File: config.mk
export PLATFORM = sky130hd
export DESIGN_NAME = command_frame_decoder_soft_pwm_core
export DESIGN_NICKNAME = d
export VERILOG_FILES = /design/src/design/cfdsp_pkg.sv /design/src/design/command_frame_decoder_soft_pwm_core.sv /design/src/design/cfdsp_frame.sv /design/src/design/cfdsp_pwm.sv
export SDC_FILE = /design/constraint.sdc
export NUM_CORES = 1
export LEC_CHECK = 0
export ABC_AREA = 0
export BUFFER_PORTS_ARGS = -buffer_cell sky130_fd_sc_hd__buf_2
export CORE_UTILIZATION = 50
export DETAILED_ROUTE_END_ITERATION = 10
export PLACE_DENSITY = 0.66
export SYNTH_ARGS = -nofsm -noshare
export SYNTH_HDL_FRONTEND = slang
export SYNTH_HIERARCHICAL = 1
export SYNTH_SLANG_ARGS = --single-unit
File: constraint.sdc
create_clock -name clk -period 4.4 [get_ports clk]
set_clock_uncertainty 0.2 [all_clocks]
set_input_delay 0.44 -clock clk [delete_from_list [all_inputs] [get_ports clk]]
set_output_delay 0.44 -clock clk [all_outputs]
set_load 0.03 [all_outputs]
File: src/design/cfdsp_pkg.sv
// Shared types and constants for the command frame decoder and soft PWM.
`default_nettype none
package cfdsp_pkg;

  // Field widths
  localparam int unsigned ByteW    = 8;
  localparam int unsigned ValueW   = 9;
  localparam int unsigned ChanW    = 4;
  localparam int unsigned DirW     = 2;
  localparam int unsigned ServoW   = 13;
  localparam int unsigned PinsW    = 4;
  localparam int unsigned PwmPinsW = 3;
  localparam int unsigned DutyIdxW = 2;
  localparam int unsigned CntW     = 16;
  localparam int unsigned PeriodW  = 8;

  // Parameter defaults
  localparam int unsigned PWM_PERIOD_DEF   = 255;
  localparam int unsigned PWM_CHANNELS_DEF = 3;

  // Input word kinds
  localparam logic ACT_BYTE = 1'b0;
  localparam logic ACT_TICK = 1'b1;

  // Motor direction codes
  localparam logic [DirW-1:0] DIR_STOP = 2'd0;
  localparam logic [DirW-1:0] DIR_FWD  = 2'd1;
  localparam logic [DirW-1:0] DIR_REV  = 2'd2;

  // Frame channel numbers
  localparam logic [ChanW-1:0] CH_LEFT    = 4'd4;
  localparam logic [ChanW-1:0] CH_PWM0    = 4'd5;
  localparam logic [ChanW-1:0] CH_PWM1    = 4'd6;
  localparam logic [ChanW-1:0] CH_RIGHT   = 4'd7;
  localparam logic [ChanW-1:0] CH_SERVO_B = 4'd8;
  localparam logic [ChanW-1:0] CH_PWM2    = 4'd9;
  localparam logic [ChanW-1:0] CH_PIN0    = 4'd10;
  localparam logic [ChanW-1:0] CH_PIN3    = 4'd13;

  // Soft PWM slots addressed by the duty channels
  localparam logic [DutyIdxW-1:0] DUTY_IDX0 = 2'd0;
  localparam logic [DutyIdxW-1:0] DUTY_IDX1 = 2'd1;
  localparam logic [DutyIdxW-1:0] DUTY_IDX2 = 2'd2;

  // Command values
  localparam logic [ValueW-1:0] VAL_REV  = 9'h000;
  localparam logic [ValueW-1:0] VAL_FWD  = 9'h0B4;
  localparam logic [ValueW-1:0] VAL_STOP = 9'h0FF;
  localparam logic [ValueW-1:0] VAL_KEEP = 9'h0FF;

  localparam logic [ServoW-1:0] SERVO_MUL = 13'd11;
  localparam logic [ServoW-1:0] SERVO_OFS = 13'd500;

  // Duty write from the frame decoder to the soft PWM
  typedef struct packed {
    logic                en;
    logic [DutyIdxW-1:0] idx;
    logic [ValueW-1:0]   value;
  } duty_wr_t;

endpackage
`default_nettype wire

File: src/design/command_frame_decoder_soft_pwm_core.sv
// Command frame decoder with soft PWM: input register, state update, result handshake.
//
// Input channel: in_valid/in_stall carry one word, in_action selects a received
// command byte (in_rx_byte) or one soft PWM tick. Result channel: out_valid/
// out_stall carry one word per input word, showing frame completion and the
// motor, servo, digital pin and soft PWM levels after that word.
// An accepted word is held in the input register and is applied to the state
// once the result register is free; its result is presented from then on.
// Throughput: one word per cycle unless out_stall holds a result. The block state
// itself acts as the result register, so every decode and PWM update is one short
// path from the input register into that state.
// Stall: while out_stall holds a pending result, the state does not change; one
// more word is taken into the input register and then in_stall rises.
// Reset (rst_n low, synchronous): frame decoder waits for a header, motors
// stop, servo compares, pins, duties, counters and levels clear, both
// registers empty.
`default_nettype none
module command_frame_decoder_soft_pwm_core #(
  parameter int unsigned PWM_PERIOD   = cfdsp_pkg::PWM_PERIOD_DEF,
  parameter int unsigned PWM_CHANNELS = cfdsp_pkg::PWM_CHANNELS_DEF
) (
  input  wire logic                            clk,
  input  wire logic                            rst_n,
  input  wire logic                            in_valid,
  output logic                                 in_stall,
  input  wire logic                            in_action,
  input  wire logic [cfdsp_pkg::ByteW-1:0]     in_rx_byte,
  output logic                                 out_valid,
  input  wire logic                            out_stall,
  output logic                                 out_frame_done,
  output logic [cfdsp_pkg::DirW-1:0]           out_left_motor,
  output logic [cfdsp_pkg::DirW-1:0]           out_right_motor,
  output logic [cfdsp_pkg::ServoW-1:0]         out_servo_a,
  output logic [cfdsp_pkg::ServoW-1:0]         out_servo_b,
  output logic [cfdsp_pkg::PinsW-1:0]          out_digital_pins,
  output logic [cfdsp_pkg::PwmPinsW-1:0]       out_pwm_pins
);
  import cfdsp_pkg::*;

  logic             s1_valid_r, s1_valid_nxt;
  logic             s1_action_r;
  logic [ByteW-1:0] s1_byte_r;
  logic             out_valid_r, out_valid_nxt;
  logic             in_acc;
  logic             adv;
  duty_wr_t         duty_wr;

  // advance the held word into the state when the result slot is free
  assign adv          = s1_valid_r && (!out_valid_r || !out_stall);
  assign in_stall     = s1_valid_r && out_valid_r && out_stall;
  assign in_acc       = in_valid && !in_stall;
  assign s1_valid_nxt = in_acc || (s1_valid_r && !adv);
  assign out_valid_nxt = adv || (out_valid_r && out_stall);

  always_ff @(posedge clk) begin
    if (!rst_n) begin
      s1_valid_r  <= 1'b0;
      out_valid_r <= 1'b0;
    end else begin
      s1_valid_r  <= s1_valid_nxt;
      out_valid_r <= out_valid_nxt;
    end
  end

  always_ff @(posedge clk) begin
    if (in_acc) begin
      s1_action_r <= in_action;
      s1_byte_r   <= in_rx_byte;
    end
  end

  cfdsp_frame u_frame (
    .clk        (clk),
    .rst_n      (rst_n),
    .step_en    (adv),
    .byte_en    (adv && (s1_action_r == ACT_BYTE)),
    .rx_byte    (s1_byte_r),
    .frame_done (out_frame_done),
    .left_dir   (out_left_motor),
    .right_dir  (out_right_motor),
    .servo_a    (out_servo_a),
    .servo_b    (out_servo_b),
    .pins       (out_digital_pins),
    .duty_wr    (duty_wr)
  );

  cfdsp_pwm #(
    .PWM_PERIOD   (PWM_PERIOD),
    .PWM_CHANNELS (PWM_CHANNELS)
  ) u_pwm (
    .clk      (clk),
    .rst_n    (rst_n),
    .tick_en  (adv && (s1_action_r == ACT_TICK)),
    .duty_wr  (duty_wr),
    .pwm_pins (out_pwm_pins)
  );

  assign out_valid = out_valid_r;

  a_stall_needs_word: assert property (@(posedge clk) disable iff (!rst_n)
    in_stall |-> s1_valid_r && out_valid_r)
    else $error("input stalled with a free input register");

  a_tick_no_frame: assert property (@(posedge clk) disable iff (!rst_n)
    (adv && s1_action_r == ACT_TICK) |=> !out_frame_done)
    else $error("tick reported a completed frame");

  a_state_held: assert property (@(posedge clk) disable iff (!rst_n)
    (out_valid_r && out_stall) |=> $stable(out_pwm_pins) && $stable(out_digital_pins))
    else $error("state changed while the result was stalled");

endmodule
`default_nettype wire

File: src/design/cfdsp_frame.sv
// Two-byte command frame decoder holding motor, servo and pin state.
`default_nettype none
module cfdsp_frame (
  input  wire logic                         clk,
  input  wire logic                         rst_n,
  input  wire logic                         step_en,
  input  wire logic                         byte_en,
  input  wire logic [cfdsp_pkg::ByteW-1:0]  rx_byte,
  output logic                              frame_done,
  output logic [cfdsp_pkg::DirW-1:0]        left_dir,
  output logic [cfdsp_pkg::DirW-1:0]        right_dir,
  output logic [cfdsp_pkg::ServoW-1:0]      servo_a,
  output logic [cfdsp_pkg::ServoW-1:0]      servo_b,
  output logic [cfdsp_pkg::PinsW-1:0]       pins,
  output cfdsp_pkg::duty_wr_t               duty_wr
);
  import cfdsp_pkg::*;

  typedef enum logic [1:0] {
    ST_HDR  = 2'b01,
    ST_DATA = 2'b10
  } stage_t;

  stage_t              stage_r, stage_nxt;
  logic [ByteW-1:0]    hdr_r, hdr_nxt;
  logic                done_r, done_nxt;
  logic [DirW-1:0]     left_r, left_nxt;
  logic [DirW-1:0]     right_r, right_nxt;
  logic [ServoW-1:0]   servo_a_r, servo_a_nxt;
  logic [ServoW-1:0]   servo_b_r, servo_b_nxt;
  logic [PinsW-1:0]    pins_r, pins_nxt;

  logic [ChanW-1:0]    chan;
  logic [ValueW-1:0]   value;
  logic [ServoW-1:0]   servo_cmp;
  logic [1:0]          pin_idx;
  logic                apply;

  assign chan      = hdr_r[6:3];
  assign value     = {hdr_r[1:0], rx_byte[6:0]};
  assign servo_cmp = ServoW'(value) * SERVO_MUL + SERVO_OFS;
  assign pin_idx   = 2'(chan - CH_PIN0);
  assign apply     = byte_en && (stage_r == ST_DATA) && !rx_byte[7];

  function automatic logic [DirW-1:0] motor_next(logic [DirW-1:0] cur,
                                                 logic [ValueW-1:0] v);
    logic [DirW-1:0] res;
    res = cur;
    if (v == VAL_REV) res = DIR_REV;
    else if (v == VAL_FWD) res = DIR_FWD;
    else if (v == VAL_STOP) res = DIR_STOP;
    return res;
  endfunction

  always_comb begin
    stage_nxt     = stage_r;
    hdr_nxt       = hdr_r;
    done_nxt      = done_r;
    left_nxt      = left_r;
    right_nxt     = right_r;
    servo_a_nxt   = servo_a_r;
    servo_b_nxt   = servo_b_r;
    pins_nxt      = pins_r;
    duty_wr.en    = 1'b0;
    duty_wr.idx   = DUTY_IDX0;
    duty_wr.value = value;

    // every word, byte or tick, refreshes the completion flag
    if (step_en) done_nxt = apply;

    if (byte_en) begin
      case (stage_r)
        ST_HDR: begin
          if (rx_byte[7]) begin
            hdr_nxt   = rx_byte;
            stage_nxt = ST_DATA;
          end
        end
        ST_DATA: begin
          // any byte returns to header wait; a second header drops the frame
          stage_nxt = ST_HDR;
        end
        default: stage_nxt = ST_HDR;
      endcase
    end

    if (apply) begin
      case (chan) inside
        CH_LEFT: begin
          left_nxt = motor_next(left_r, value);
          if (value != VAL_KEEP) servo_a_nxt = servo_cmp;
        end
        CH_PWM0: begin
          duty_wr.en  = 1'b1;
          duty_wr.idx = DUTY_IDX0;
        end
        CH_PWM1: begin
          duty_wr.en  = 1'b1;
          duty_wr.idx = DUTY_IDX1;
        end
        CH_RIGHT: right_nxt = motor_next(right_r, value);
        CH_SERVO_B: begin
          if (value != VAL_KEEP) servo_b_nxt = servo_cmp;
        end
        CH_PWM2: begin
          duty_wr.en  = 1'b1;
          duty_wr.idx = DUTY_IDX2;
        end
        [CH_PIN0:CH_PIN3]: pins_nxt[pin_idx] = (value != '0);
        default: ;
      endcase
    end
  end

  always_ff @(posedge clk) begin
    if (!rst_n) begin
      stage_r   <= ST_HDR;
      hdr_r     <= '0;
      done_r    <= 1'b0;
      left_r    <= DIR_STOP;
      right_r   <= DIR_STOP;
      servo_a_r <= '0;
      servo_b_r <= '0;
      pins_r    <= '0;
    end else begin
      stage_r   <= stage_nxt;
      hdr_r     <= hdr_nxt;
      done_r    <= done_nxt;
      left_r    <= left_nxt;
      right_r   <= right_nxt;
      servo_a_r <= servo_a_nxt;
      servo_b_r <= servo_b_nxt;
      pins_r    <= pins_nxt;
    end
  end

  assign frame_done = done_r;
  assign left_dir   = left_r;
  assign right_dir  = right_r;
  assign servo_a    = servo_a_r;
  assign servo_b    = servo_b_r;
  assign pins       = pins_r;

  a_dir_legal: assert property (@(posedge clk) disable iff (!rst_n)
    left_r != 2'd3 && right_r != 2'd3)
    else $error("motor direction holds an unused code");

  a_servo_range: assert property (@(posedge clk) disable iff (!rst_n)
    servo_a_r <= 13'd6121 && servo_b_r <= 13'd6121)
    else $error("servo compare out of range");

  a_done_needs_data: assert property (@(posedge clk) disable iff (!rst_n)
    $rose(done_r) |-> $past(stage_r) == ST_DATA)
    else $error("frame completed without a pending header");

endmodule
`default_nettype wire

File: src/design/cfdsp_pwm.sv
// Soft PWM: period counter, per-channel counters, duties and pin levels.
`default_nettype none
module cfdsp_pwm #(
  parameter int unsigned PWM_PERIOD   = cfdsp_pkg::PWM_PERIOD_DEF,
  parameter int unsigned PWM_CHANNELS = cfdsp_pkg::PWM_CHANNELS_DEF
) (
  input  wire logic                           clk,
  input  wire logic                           rst_n,
  input  wire logic                           tick_en,
  input  wire cfdsp_pkg::duty_wr_t            duty_wr,
  output logic [cfdsp_pkg::PwmPinsW-1:0]      pwm_pins
);
  import cfdsp_pkg::*;

  localparam logic [PeriodW-1:0] PeriodCode = PeriodW'(PWM_PERIOD);

  logic [PeriodW-1:0]      period_r, period_nxt;
  logic [CntW-1:0]         cnt_r [PWM_CHANNELS];
  logic [CntW-1:0]         cnt_nxt [PWM_CHANNELS];
  logic [ValueW-1:0]       duty_r [PWM_CHANNELS];
  logic [ValueW-1:0]       duty_nxt [PWM_CHANNELS];
  logic [PWM_CHANNELS-1:0] lvl_r, lvl_nxt;
  logic [PeriodW-1:0]      period_inc;
  logic                    period_hit;

  assign period_inc = period_r + 8'd1;
  assign period_hit = (period_inc == PeriodCode);

  always_comb begin
    period_nxt = period_r;
    cnt_nxt    = cnt_r;
    duty_nxt   = duty_r;
    lvl_nxt    = lvl_r;
    if (tick_en) begin
      period_nxt = period_hit ? '0 : period_inc;
      for (int i = 0; i < PWM_CHANNELS; i++) begin
        if (period_hit) begin
          if (cnt_nxt[i] == CntW'(duty_r[i]) && duty_r[i] != '0) begin
            lvl_nxt[i] = 1'b1;
            cnt_nxt[i] = '0;
          end else begin
            lvl_nxt[i] = 1'b0;
          end
        end
        // drop the level on a duty match, else advance the counter
        if (cnt_nxt[i] == CntW'(duty_r[i])) begin
          lvl_nxt[i] = 1'b0;
        end else begin
          cnt_nxt[i] = cnt_nxt[i] + 16'd1;
        end
      end
    end
    if (duty_wr.en) begin
      for (int i = 0; i < PWM_CHANNELS; i++) begin
        if (int'(duty_wr.idx) == i) duty_nxt[i] = duty_wr.value;
      end
    end
  end

  always_ff @(posedge clk) begin
    if (!rst_n) begin
      period_r <= '0;
      lvl_r    <= '0;
      for (int i = 0; i < PWM_CHANNELS; i++) begin
        cnt_r[i]  <= '0;
        duty_r[i] <= '0;
      end
    end else begin
      period_r <= period_nxt;
      lvl_r    <= lvl_nxt;
      cnt_r    <= cnt_nxt;
      duty_r   <= duty_nxt;
    end
  end

  for (genvar j = 0; j < PwmPinsW; j++) begin : g_pin
    if (j < PWM_CHANNELS) begin : g_on
      assign pwm_pins[j] = lvl_r[j];
    end else begin : g_off
      assign pwm_pins[j] = 1'b0;
    end
  end

  a_period_range: assert property (@(posedge clk) disable iff (!rst_n)
    period_r < PeriodCode)
    else $error("period counter passed the period end");

  a_period_idle: assert property (@(posedge clk) disable iff (!rst_n)
    !tick_en |=> $stable(period_r))
    else $error("period counter moved without a tick");

  a_level_idle: assert property (@(posedge clk) disable iff (!rst_n)
    !tick_en |=> $stable(lvl_r))
    else $error("pin levels changed without a tick");

endmodule
`default_nettype wire
## Yosys cells after proc, flatten, opt, wreduce, memory -nomap -nowiden

Index checks and enable logic that the tools add are counted.

- Register bits after elaboration: 141
- Output and inout port bits: 40
- Input port bits: 13
- Logic and storage cells: 144

- $add $sub $neg: 6
- Eq/ne operators: 21
- Mux-type cells: 37
- Magnitude comparators: 4
- Reduce and logical (&&, ||, !) cells: 46
- Multipliers: 1
- Bitwise gates (word level): 7

Operator list:

| kind | count |
|---|---|
| 16-bit 2-to-1 mux | 12 |
| 16-bit by 9-bit == test with 1-bit output | 6 |
| 16-bit by 1-bit adder with 16-bit output (second input constant) | 3 |
| 9-bit nonzero test | 4 |
| 3-bit 2-to-1 mux | 7 |
| 9-bit by 8-bit == test with 1-bit output (second input constant) | 2 |
| 4-bit by 3-bit == test with 1-bit output (second input constant) | 4 |
| 1-bit logical AND | 15 |
| 2-bit AND reduction | 7 |
| 13-bit by 9-bit adder with 13-bit output (second input constant) | 1 |
| 9-bit by 4-bit multiplier with 13-bit output (second input constant) | 1 |
| 1-bit 2-to-1 mux | 10 |
| 2-bit 2-to-1 mux | 5 |
| 9-bit zero test | 1 |
| 9-bit by 8-bit != test with 1-bit output (second input constant) | 1 |
| 3-bit AND reduction | 3 |
| 8-bit by 1-bit adder with 8-bit output (second input constant) | 1 |
| 4-bit == test (second input constant) | 2 |
| 8-bit == test (second input constant) | 1 |
| 8-bit 2-to-1 mux | 1 |
| 8-bit AND reduction | 1 |
| 1-bit inverter | 7 |
| 7-bit AND reduction | 1 |
| 2-bit == test (second input constant) | 3 |
| other kinds (15) | 23 |

## Depth between registers and ports, before layout

Gate-level depths: netlist (run 1).

- Word-level depth: 10
- Gate-level depth with buffers: 15
- Gate-level depth less buffers: 14

## Cells and area by module

The synthesis (run 1) kept the hierarchy.

By module, submodules not included:

| module | times used | seq. area each (um^2) | cells each | area each (um^2) |
|---|---|---|---|---|
| cfdsp_pwm | 1 | 1721.7 | 598 | 4977.3 |
| cfdsp_frame | 1 | 860.8 | 323 | 2735.1 |
| command_frame_decoder_soft_pwm_core | 1 | 310.3 | 19 | 371.6 |

## Worst setup path after synthesis (run 1)

OpenSTA, ideal clock, no wires.

- Kind: register -> register
- Start: register u_pwm.period_r[0]
- End: register u_pwm/cnt_r[12] in the netlist's numbering
- Stages on the path, launching flop included: 15
- Library setup time: 122 ps
- Path buffers: 1
- Clock period less this slack: 3454 ps
- Data arrival time: 3132 ps
- Data required time: 4078 ps
- Slack: 946 ps
- Cells stage by stage: dfxtp_1 > ha_1 > xnor2_1 > nor3b_4 > nand4_1 > or2_2 > clkbuf_1 > and2_1 > ha_1 > and3_1 > and3_1 > and3_1 > nand3_1 > nor2_1 > a311o_1

- Cells in the longest elaborated chain, start to end: 6

Ends and longest elaborated chain:

| element | line | source |
|---|---|---|
| start, declared | cfdsp_pwm.sv:17 | `logic [PeriodW-1:0] period_r, period_nxt;` |
| start signal, assigned | cfdsp_pwm.sv:69 | `period_r <= period_nxt;` |
| 8-bit by 1-bit adder with 8-bit output (*) | cfdsp_pwm.sv:26 | `assign period_inc = period_r + 8'd1;` |
| 8-bit == test (*) | cfdsp_pwm.sv:27 | `assign period_hit = (period_inc == PeriodCode);` |
| 16-bit 2-to-1 mux (*) | cfdsp_pwm.sv:37 | `if (period_hit) begin` |
| 16-bit 2-to-1 mux (*) | cfdsp_pwm.sv:34 | `if (tick_en) begin` |
| 16-bit by 1-bit adder with 16-bit output / 16-bit by 9-bit == test with 1-bit output (equally long branches) | cfdsp_pwm.sv:49, cfdsp_pwm.sv:46 |  |
| 16-bit 2-to-1 mux (*) | cfdsp_pwm.sv:46 | `if (cnt_nxt[i] == CntW'(duty_r[i])) begin` |
| end signal, assigned | cfdsp_pwm.sv:71 | `cnt_r <= cnt_nxt;` |
| end, declared | cfdsp_pwm.sv:18 | `logic [CntW-1:0] cnt_r [PWM_CHANNELS];` |

Mark *: on every way between the ends. The rest lies on a longest branch, timed or not. The select of a mux whose other input is x is not followed.
A chain may end at the register's enable or synchronous reset.

## Final worst setup path (run 1)

Same ends and word-level chain as after synthesis.

==> results of run 1 <==
## where the power goes
| group | switching, mW | internal, mW | total [mW] |
|---|---|---|---|
| Sequential | 0.0322 | 1.30 | 1.33 |
| Clock | 0.548 | 0.904 | 1.45 |
| Combinational | 0.267 | 0.167 | 0.435 |
| Total | 0.847 | 2.37 | 3.22 |
## area by class of cell
type,instances,share of cell area
Clock inverter,10,0.0158
Timing Repair Buffer,71,0.0468
Clock buffer,21,0.0495
Inverter,42,0.0173
Tap cell,216,0.0297
Sequential cell,140,0.318
Multi-Input combinational cell,700,0.523
## per-stage QoR
stage / util / instance area, sq um / setup WS [ns]
finish: 0.575 / 9100 / 0.716
global route: 0.575 / 9100 / 0.496
floorplan: - / 8080 / 0.946
detailed placement: 0.532 / 8410 / 0.710
global placement: 0.532 / 8410 / 0.821
CTS: 0.575 / 9100 / 0.703
## cell usage after synthesis, drive strengths merged, types with 10 or more instances
master | count | area [sq um]
nor4 | 14 | 103
clkbuf | 35 | 131
nand2 | 89 | 334
ha | 32 | 400
xnor2 | 10 | 87.6
nor2 | 96 | 360
mux2i | 41 | 410
and2 | 12 | 75.1
o211ai | 13 | 97.6
a21oi | 67 | 358
xor2 | 25 | 226
nor3 | 27 | 168
fa | 11 | 220
and3 | 24 | 155
nand3 | 39 | 213
buf | 23 | 150
nand3b | 10 | 75.1
nand4 | 21 | 131
o21ai | 23 | 123
inv | 41 | 154
dfxtp | 131 | 2620
## kinds of logic after synthesis
family                     after synthesis
and+or+nand+nor                        398
AOI/OAI and AO/OA                      183
DFF                                    140
buffers and inverters                  100
adders and majority gates               43
muxes                                   41
xor gates and xnor gates                35
## critical path: stages, from the launching register on
cell,delay (ns)
dfxtp_1,0.34
ha_1,0.25
xnor2_1,0.17
nor3b_4,0.32
nand4_1,0.26
or2_2,0.45
and2_1,0.19
ha_1,0.21
and3_1,0.21
and3_1,0.20
and3_1,0.23
nand3_1,0.16
nor2_1,0.07
a311o_1,0.31
## per-layer routing
layer	GRT usage	vias up
li1	-	3432
met1	0.315	3244
met2	0.382	146
met3	0.0495	14
met4	0.0720	0
met5	0	-
## flip-flops by register name (all words and copies together), names as in the netlist
name and flops:
out_valid 1, s1_action_r 1, s1_byte_r 8, s1_valid_r 1, u_frame/frame_done 1, u_frame/hdr_r 6, u_frame/left_dir 2, u_frame/pins 4
u_frame/right_dir 2, u_frame/servo_a 13, u_frame/servo_b 13, u_frame/stage_r 2, u_pwm/cnt_r 48, u_pwm/duty_r 27, u_pwm/period_r 8, u_pwm/pwm_pins 3
## worst paths after layout
check	end	slack (ns)	cells past startpoint
setup reg to reg	u_pwm/cnt_r[12]	0.72	13
hold / removal	s1_valid_r	0.04	2
setup / recovery	u_pwm/cnt_r[12]	0.72	13
hold reg to reg	u_frame/servo_a[5]	0.25	2
==> results.toml, run 1 <==
[job]
maxCapViolations = 0

[die]
die_h_um = 129
rows = 46
start_util = 0.511
fp.dieArea_sq_mm = 0.0167
core_area_sq_mm = 0.0158
ioPinCount = 53
die_w_um = 129

[timing]
grt_setup_unrepaired = "no"
finalSetupTns_ns = 0
worstMarginPinSlew_ns = 0.985
min_period_ns = 3.68
maxSlewViolCount = 0
timing.hold.ws_ns = 0.0372
hold_viol = 0
slew_headroom = 0.340
period_share = 0.837
setup_viol = 0
clock.fmax_mhz = 271

[clocking]
cts_root_buf = "clkbuf_16"
clkSlewWorstSetupHoldPaths_ns = 0.06
clock_latency_ns = 0.42
cts_setup_buffers = 0
clk_path_buf_depth = 2
post_cts_resize_count = 0
cts_made_buffers = 17
cts_tree = "yes"
hold_buffers = 9
clock-sinks = 140
cts_htree_levels = 4

[global_route]
grt_pass1_vias = 6165
grt_start_max_net_pins = 54
grt_util_all_layers = 0.236
antenna_found_initial = 0
grt_pass1_wl_um = 30900
overflow = 0

[cells_and_area]
drive_gt1_frac = 0.126
regArea_sq_mm = 0.00289
syn2layout_area_growth_pct = 12.5
mostFrequentLayoutCell = "dfxtp_1"
n_antenna_cell = 0
multiInputGateArea_sq_mm = 0.00476
fin_cells = 1200
layout_common_cells = "131 x dfxtp_1, 96 x nor2_1, 89 x nand2_1, 63 x a21oi_1, 52 x buf_2"
nFillCells = 1449
nNetsFinal = 1028

[yosys]
ys_warn_count = 6
ys.flop_type = "dfxtp_1"
yosysUniqueCellTypes = 92
synthAdderAreaFrac = 0.0768
synth-xor-area-share = 0.0388
yosysSeqAreaShare = 0.358
synth_cells = 940
synthSimpleGateAreaFrac = 0.263
synth_edf_count = 9
syn_area_sq_mm = 0.00808
synth_top_family_by_area = "simple AND/OR/NAND/NOR gates"
ys_async_sr_fraction = 0
synth_nets = 996
ys_ff_latch = 140
synth.area.mux_share = 0.0508
synth.avg_cell_area_sq_um = 8.60
synth_compound_area_frac = 0.158

[critical_path]
required_ns = 4.50
critPathArrivalTime_ns = 3.79
critPathLaunchType = "register"
path_max_fanout = 11
cp-end-kind = "register"
crit_start = "u_pwm/period_r[0]"
setup.worst_path.class = "reg -> reg"
timing.rr.start = "u_pwm/period_r[0]"

[power_and_ir_drop]
ir_drop_uv = 289
power_leakage_nw = 3.87
finalPower_mw = 3.22
power_density_mw_per_mm2 = 354

[routing]
num_vias = 6836
wire_per_inst_um = 15.8
drc = 0
drt_iter0_drc = 525
wl_um = 18900
wl_met1_um = 8970
via_per_inst = 5.70
drtPass1Iterations = 5
wl_met3_um = 748
ant_nets = 0
top_layer_used = "met4"
wl_met2_um = 8990

[hold_path]
hold_path.class = "in -> reg"
min-delay-start = "in_valid"

[placement]
port_buffers = 52
gp_congestion = 0.856
dpl.cell_count = 1160
hpwl_um = 13000

[outcome]
status = "completed"
Power figures use the tool's default switching activity.
==> run 2: changes to the inputs <==
==> constraint.sdc (replaced) <==
create_clock -name clk -period 3.57 [get_ports clk]
set_clock_uncertainty 0.2 [all_clocks]
set_input_delay 0.357 -clock clk [delete_from_list [all_inputs] [get_ports clk]]
set_output_delay 0.357 -clock clk [all_outputs]
set_load 0.03 [all_outputs]
==> run 2 against run 1 <==
Effect of this change: worst setup slack worse by 0.56 ns; hold slack worse by 0.016 ns; final cell count is 2.8% higher; global-route usage is 0.55 points higher; highest routed layer unchanged; register-to-register slack worse by 0.56 ns.
==> results.toml, run 2 (same netlist as run 1, synthesis figures left out) <==
[outcome]
status = "completed"

[cells_and_area]
top_register = "u_pwm/cnt_r"
largestRegisters = "u_pwm/cnt_r x48, u_pwm/duty_r x27"
n_antenna_cell = 0
mostFrequentLayoutCell = "dfxtp_1"
nNetsFinal = 1060
design_area_sq_mm = 0.00932
syn2layout_area_growth_pct = 15.3
largest_reg_flops = 48
drive_gt1_frac = 0.158
final_util = 0.589
nFillCells = 1475
layout_common_cells = "131 x dfxtp_1, 96 x nor2_1, 89 x nand2_1, 63 x a21oi_1, 52 x buf_2"

[die]
die_h_um = 129
start_util = 0.511
rows = 46
fp.dieArea_sq_mm = 0.0167
core_area_sq_mm = 0.0158
die_w_um = 129
ioPinCount = 53

[global_route]
antenna_found_initial = 0
busiest_layer = "met2"
grt_use_met3 = 0.0446
grt_pass1_wl_um = 31600
overflow = 0
grt_util_all_layers = 0.241
grt_pass1_vias = 6393
grt_use_met2 = 0.391
met1_usage = 0.316
grt_start_max_net_pins = 53

[timing]
period_share = 0.956
worstMarginPinSlew_ns = 0.966
clock.fmax_mhz = 293
min_period_ns = 3.41
timing.hold.ws_ns = 0.0214
hold_viol = 0
setup_viol = 0
maxSlewViolCount = 0
grt_setup_unrepaired = "no"
finalSetupTns_ns = 0
slew_headroom = 0.353

[clocking]
cts_root_buf = "clkbuf_16"
clock-sinks = 140
cts_made_buffers = 17
clock_latency_ns = 0.43
clk_path_buf_depth = 2
cts_htree_levels = 4
clkSlewWorstSetupHoldPaths_ns = 0.07
cts_tree = "yes"

[critical_path]
cp_slowest_cell = "fa_1"
reg2regPathDepth = 11
critPathArrivalTime_ns = 3.58
crit_chain = "buf_4 > fa_1 > inv_1 > fa_1 > inv_1 > ha_1 > o21a_1 > o31a_1 > or4b_1 > o311a_2 > o21ai_2"
required_ns = 3.74
timing.rr.start = "s1_byte_r[2]"
r2r-end = "u_frame/servo_b[9]"
cp-end-kind = "register"
worstSetupPathDepth = 11
r2r_slack_ns = 0.16
path_max_fanout = 4
crit_family = "adder cells"
critPathLaunchType = "register"
setup.worst_path.class = "reg -> reg"
critPathMaxStageDelay_ns = 0.53
cp_num_buf_inv = 3

[power_and_ir_drop]
power_leakage_nw = 4.02
finalPower_mw = 3.89
clkPwrFrac = 0.438
internal_power_mw = 2.79
combPwrFrac = 0.144
power_switching_mw = 1.10
p_seq_frac = 0.419
ir_drop_uv = 342
switching_share = 0.282
power_density_mw_per_mm2 = 418

[routing]
drt_iter0_drc = 459
wl_um = 19300
wire_per_inst_um = 15.7
via_per_inst = 5.64
num_vias = 6953
drtPass1Iterations = 5
ant_nets = 0
drc = 0

[placement]
port_buffers = 52
dpl_cell_area_sq_mm = 0.00863
hpwl_um = 13500
gp_congestion = 0.863

[hold_path]
min_path_cells = 3
min-delay-start = "out_stall"
hold_path.class = "in -> reg"
whs_endpoint = "out_valid"

[job]
maxCapViolations = 0
-- run 2: changes by cell type in the layout (fill, tap and decap cells not counted), sizes merged --
cell         change
buf             +31
inv              +8
clkbuf           -3
bufinv           -2
clkinv           -1
clkinvlp         -1
dlygate4sd3      +1
-- run 2: layout make-up --
class,instances,area [sq um],area share
inverter,42,158,0.0169
clock inverter,14,131,0.0141
tap,216,270,0.0290
clock buffer,18,429,0.0460
sequential,140,2890,0.310
multi-input combinational,700,4770,0.512
timing repair buffer,103,668,0.0717
-- run 2: through the flow --
step | setup WS, ns | std cells
2_1_floorplan | 0.116 | 940
3_3_place_gp | 0.219 | 1189
3_5_place_dp | 0.159 | 1189
4_1_cts | 0.163 | 1231
5_1_grt | 0.00624 | 1233
6_report | 0.156 | 1233
-- run 2: what timing repair did --
item                       4_1_cts  5_1_grt
setup buffers                    0        2
setup endpoints to repair        0        5
resized for setup                0        4
hold endpoints to repair        10        0
hold buffers                    10        0
-- run 2: how the worst max path moves through the flow --
stage | start | endpoint
3_5_place_dp | s1_byte_r[2] | u_frame/servo_a[11]
3_3_place_gp | s1_byte_r[2] | u_frame/servo_b[9]
2_1_floorplan | u_pwm/period_r[0] | u_pwm/cnt_r[12]
4_1_cts | s1_byte_r[2] | u_frame/servo_a[11]
5_1_grt | s1_byte_r[2] | u_frame/servo_a[12]
6_report | s1_byte_r[2] | u_frame/servo_b[9]
-- run 2: power by group through the flow --
stage          combinational, mW  clock, mW  sequential, mW
6_report                   0.559       1.70            1.63
5_1_grt                    0.623       1.80            1.63
4_1_cts                    0.553       1.73            1.63
3_5_place_dp               0.540          0            1.67
3_3_place_gp               0.540          0            1.67
2_1_floorplan              0.411          0            1.65
-- run 2: tightest hold or removal path: stages --
cell and delay (ns):
buf_2 0.11, a21oi_1 0.06, nor2b_1 0.09
-- run 2: metal layers --
| layer | routed length, um | share of wire |
|---|---|---|
| met5 | 0 | 0 |
| met4 | 401 | 0.021 |
| met3 | 732 | 0.038 |
| met2 | 9200 | 0.48 |
| met1 | 9000 | 0.47 |
==> run 3: changes to the inputs <==
--- a/config.mk
+++ b/config.mk
@@ -12,5 +12,4 @@
 export PLACE_DENSITY = 0.66
 export SYNTH_ARGS = -nofsm -noshare
 export SYNTH_HDL_FRONTEND = slang
-export SYNTH_HIERARCHICAL = 1
 export SYNTH_SLANG_ARGS = --single-unit
==> run 3 against run 2 <==
Effect of this change: combinational power is 11% lower; area after synthesis is 4.5% lower; global-route usage is 1.0 points higher; core utilization is 1.4 points higher; sequential cell count stayed put.
==> results.toml, run 3 <==
[critical_path]
cp-end-kind = "register"
path_max_fanout = 2
required_ns = 3.67
critPathArrivalTime_ns = 3.61
critPathLaunchType = "register"
setup.worst_path.class = "reg -> reg"
reg2regPathDepth = 14

[die]
rows = 45
ioPinCount = 53
die_h_um = 126
start_util = 0.510
core_area_sq_mm = 0.0151
fp.dieArea_sq_mm = 0.0159
die_w_um = 126

[yosys]
ys.flop_type = "dfxtp_1"
ys_ff_latch = 140
yosys.area.top_type = "dfxtp_1"
syn_area_sq_mm = 0.00772
synth_area_leaders = "dfxtp_1 34%, a21oi_1 5.4%, ha_1 5.2%"
synthTopCellsByCount = "131 x dfxtp_1, 100 x nor2_1, 94 x nand2_1, 84 x a21oi_1, 49 x nand3_1"
ys_async_sr_fraction = 0
synth_cells = 921
ys_warn_count = 0
yosysTopAreaCellShare = 0.340
yosysSeqAreaShare = 0.375
synth_edf_count = 9
yosysUniqueCellTypes = 74
synth.avg_cell_area_sq_um = 8.39
synth_nets = 977
yosysMostFrequentCell = "dfxtp_1"

[routing]
wire_per_inst_um = 15.9
num_vias = 6893
wl_um = 19100
drtPass1Iterations = 6
via_per_inst = 5.73
drc = 0
ant_nets = 0
drt_iter0_drc = 384

[timing]
worstMarginPinSlew_ns = 1.16
grt_setup_unrepaired = "yes"
finalSetupTns_ns = 0
hold_viol = 0
slew_headroom = 0.223
clock.fmax_mhz = 285
min_period_ns = 3.51
period_share = 0.982
maxSlewViolCount = 0
timing.hold.ws_ns = 0.254
setup_viol = 0

[cells_and_area]
n_antenna_cell = 0
nNetsFinal = 1058
largest_reg_flops = 48
nFillCells = 1335
top_register = "u_pwm.cnt_r"
layout_common_cells = "131 x dfxtp_1, 99 x nor2_1, 93 x nand2_1, 81 x a21oi_1, 52 x buf_2"
largestRegisters = "u_pwm.cnt_r x48, u_pwm.duty_r x27"
final_util = 0.603
drive_gt1_frac = 0.169
syn2layout_area_growth_pct = 18.3
mostFrequentLayoutCell = "dfxtp_1"

[placement]
port_buffers = 52
hpwl_um = 13600
gp_congestion = 0.860

[global_route]
grt_pass1_vias = 6590
grt_pass1_wl_um = 32300
antenna_found_initial = 0
overflow = 0
grt_start_max_net_pins = 61
grt_util_all_layers = 0.251

[power_and_ir_drop]
clkPwrFrac = 0.428
finalPower_mw = 3.68
switching_share = 0.269
internal_power_mw = 2.69
power_switching_mw = 0.989
p_seq_frac = 0.437
combPwrFrac = 0.135
power_leakage_nw = 3.67
power_density_mw_per_mm2 = 403
ir_drop_uv = 425

[clocking]
cts_made_buffers = 17
cts_tree = "yes"
clkSlewWorstSetupHoldPaths_ns = 0.06
cts_htree_levels = 4
clock-sinks = 140
cts_root_buf = "clkbuf_16"
clock_latency_ns = 0.42
clk_path_buf_depth = 2

[outcome]
status = "completed"

[hold_path]
hold_path.class = "reg -> reg"
min_path_cells = 2

[job]
maxCapViolations = 0
[run 3: cell count changes in the layout (fill, tap and decap cells not counted), sizes merged, moves of 6 or more]
| cell | previous run | this run |
|---|---|---|
| buf | 93 | 100 |
| o311ai | 8 | 1 |
| o21ai | 23 | 36 |
| xor2 | 25 | 15 |
| xnor2 | 10 | 19 |
| nand3 | 39 | 50 |
| mux2i | 41 | 35 |
| nand2b | 7 | 0 |
| nor3 | 27 | 19 |
| o211ai | 13 | 3 |
| inv | 49 | 39 |
| a21oi | 67 | 84 |
[run 3: metrics by stage]
stage / std cells / setup WS, ns / cell area [sq um]
3_3_place_gp: 1155 / 0.0548 / 8370
2_1_floorplan: 921 / 0.0482 / 7740
5_1_grt: 1203 / -0.144 / 9140
3_5_place_dp: 1155 / 0.00112 / 8370
6_report: 1203 / 0.0649 / 9140
4_1_cts: 1200 / 0.0173 / 9050
[run 3: area by class of cell]
cell class	instances	area, sq um	area share
Sequential cell	140	2890	0.317
Clock inverter	14	98.8	0.0108
Timing Repair Buffer	111	747	0.0818
Clock buffer	18	429	0.0470
Multi-Input combinational cell	693	4590	0.502
Inverter	39	148	0.0162
Tap cell	188	235	0.0257
[run 3: worst max-delay path, stage by stage (launching register included)]
cell       delay, ns
edfxtp_1        0.41
ha_2            0.21
inv_2           0.05
fa_1            0.40
inv_1           0.08
fa_1            0.43
ha_1            0.29
a21o_1          0.19
a21oi_2         0.18
o21ai_2         0.10
a2111oi_4       0.34
o41ai_1         0.13
xor2_1          0.17
mux2i_1         0.16
nor2_1          0.06
[run 3: kinds of logic after synthesis]
| group | Yosys count | synth area share |
|---|---|---|
| AO/OA/AOI/OAI | 191 | 0.155 |
| XOR/XNOR | 34 | 0.0395 |
| adder cells (fa/ha/maj) | 43 | 0.0803 |
| buffers and inverters | 88 | 0.0465 |
| flip-flops | 140 | 0.375 |
| multiplexers | 35 | 0.0454 |
| AND/OR/NAND/NOR | 390 | 0.259 |
[run 3: per-layer routing]
metal	routed length [um]	track usage	vias to the layer above	share of wire
li1	-	-	3471	-
met1	9090	0.334	3255	0.48
met2	9040	0.414	152	0.47
met3	812	0.0540	15	0.042
met4	182	0.0680	0	0.0095
met5	0	0	-	0
[run 3: final timing paths]
check,start,endpoint,slack (ns)
hold / removal,u_frame.servo_a[8],u_frame.servo_a[8],0.25
setup reg to reg,s1_byte_r[2],u_frame.servo_b[12],0.06
hold reg to reg,u_frame.servo_a[8],u_frame.servo_a[8],0.25
setup / recovery,s1_byte_r[2],u_frame.servo_b[12],0.06
[run 3: power by group through the flow]
stage / clock network, mW / registers, mW / logic (mW)
after floorplan: 0 / 1.64 / 0.308
after global placement: 0 / 1.64 / 0.423
after detailed placement: 0 / 1.64 / 0.427
after CTS: 1.62 / 1.61 / 0.469
after global routing: 1.68 / 1.61 / 0.553
final: 1.58 / 1.61 / 0.496
[run 3: timing repair]
action	in CTS	in global routing
hold endpoints to repair	11	0
hold buffers	11	0
endpoints found under the setup margin	1	10
pin swaps	7	9
gates resized for setup	4	20
buffers inserted	2	3
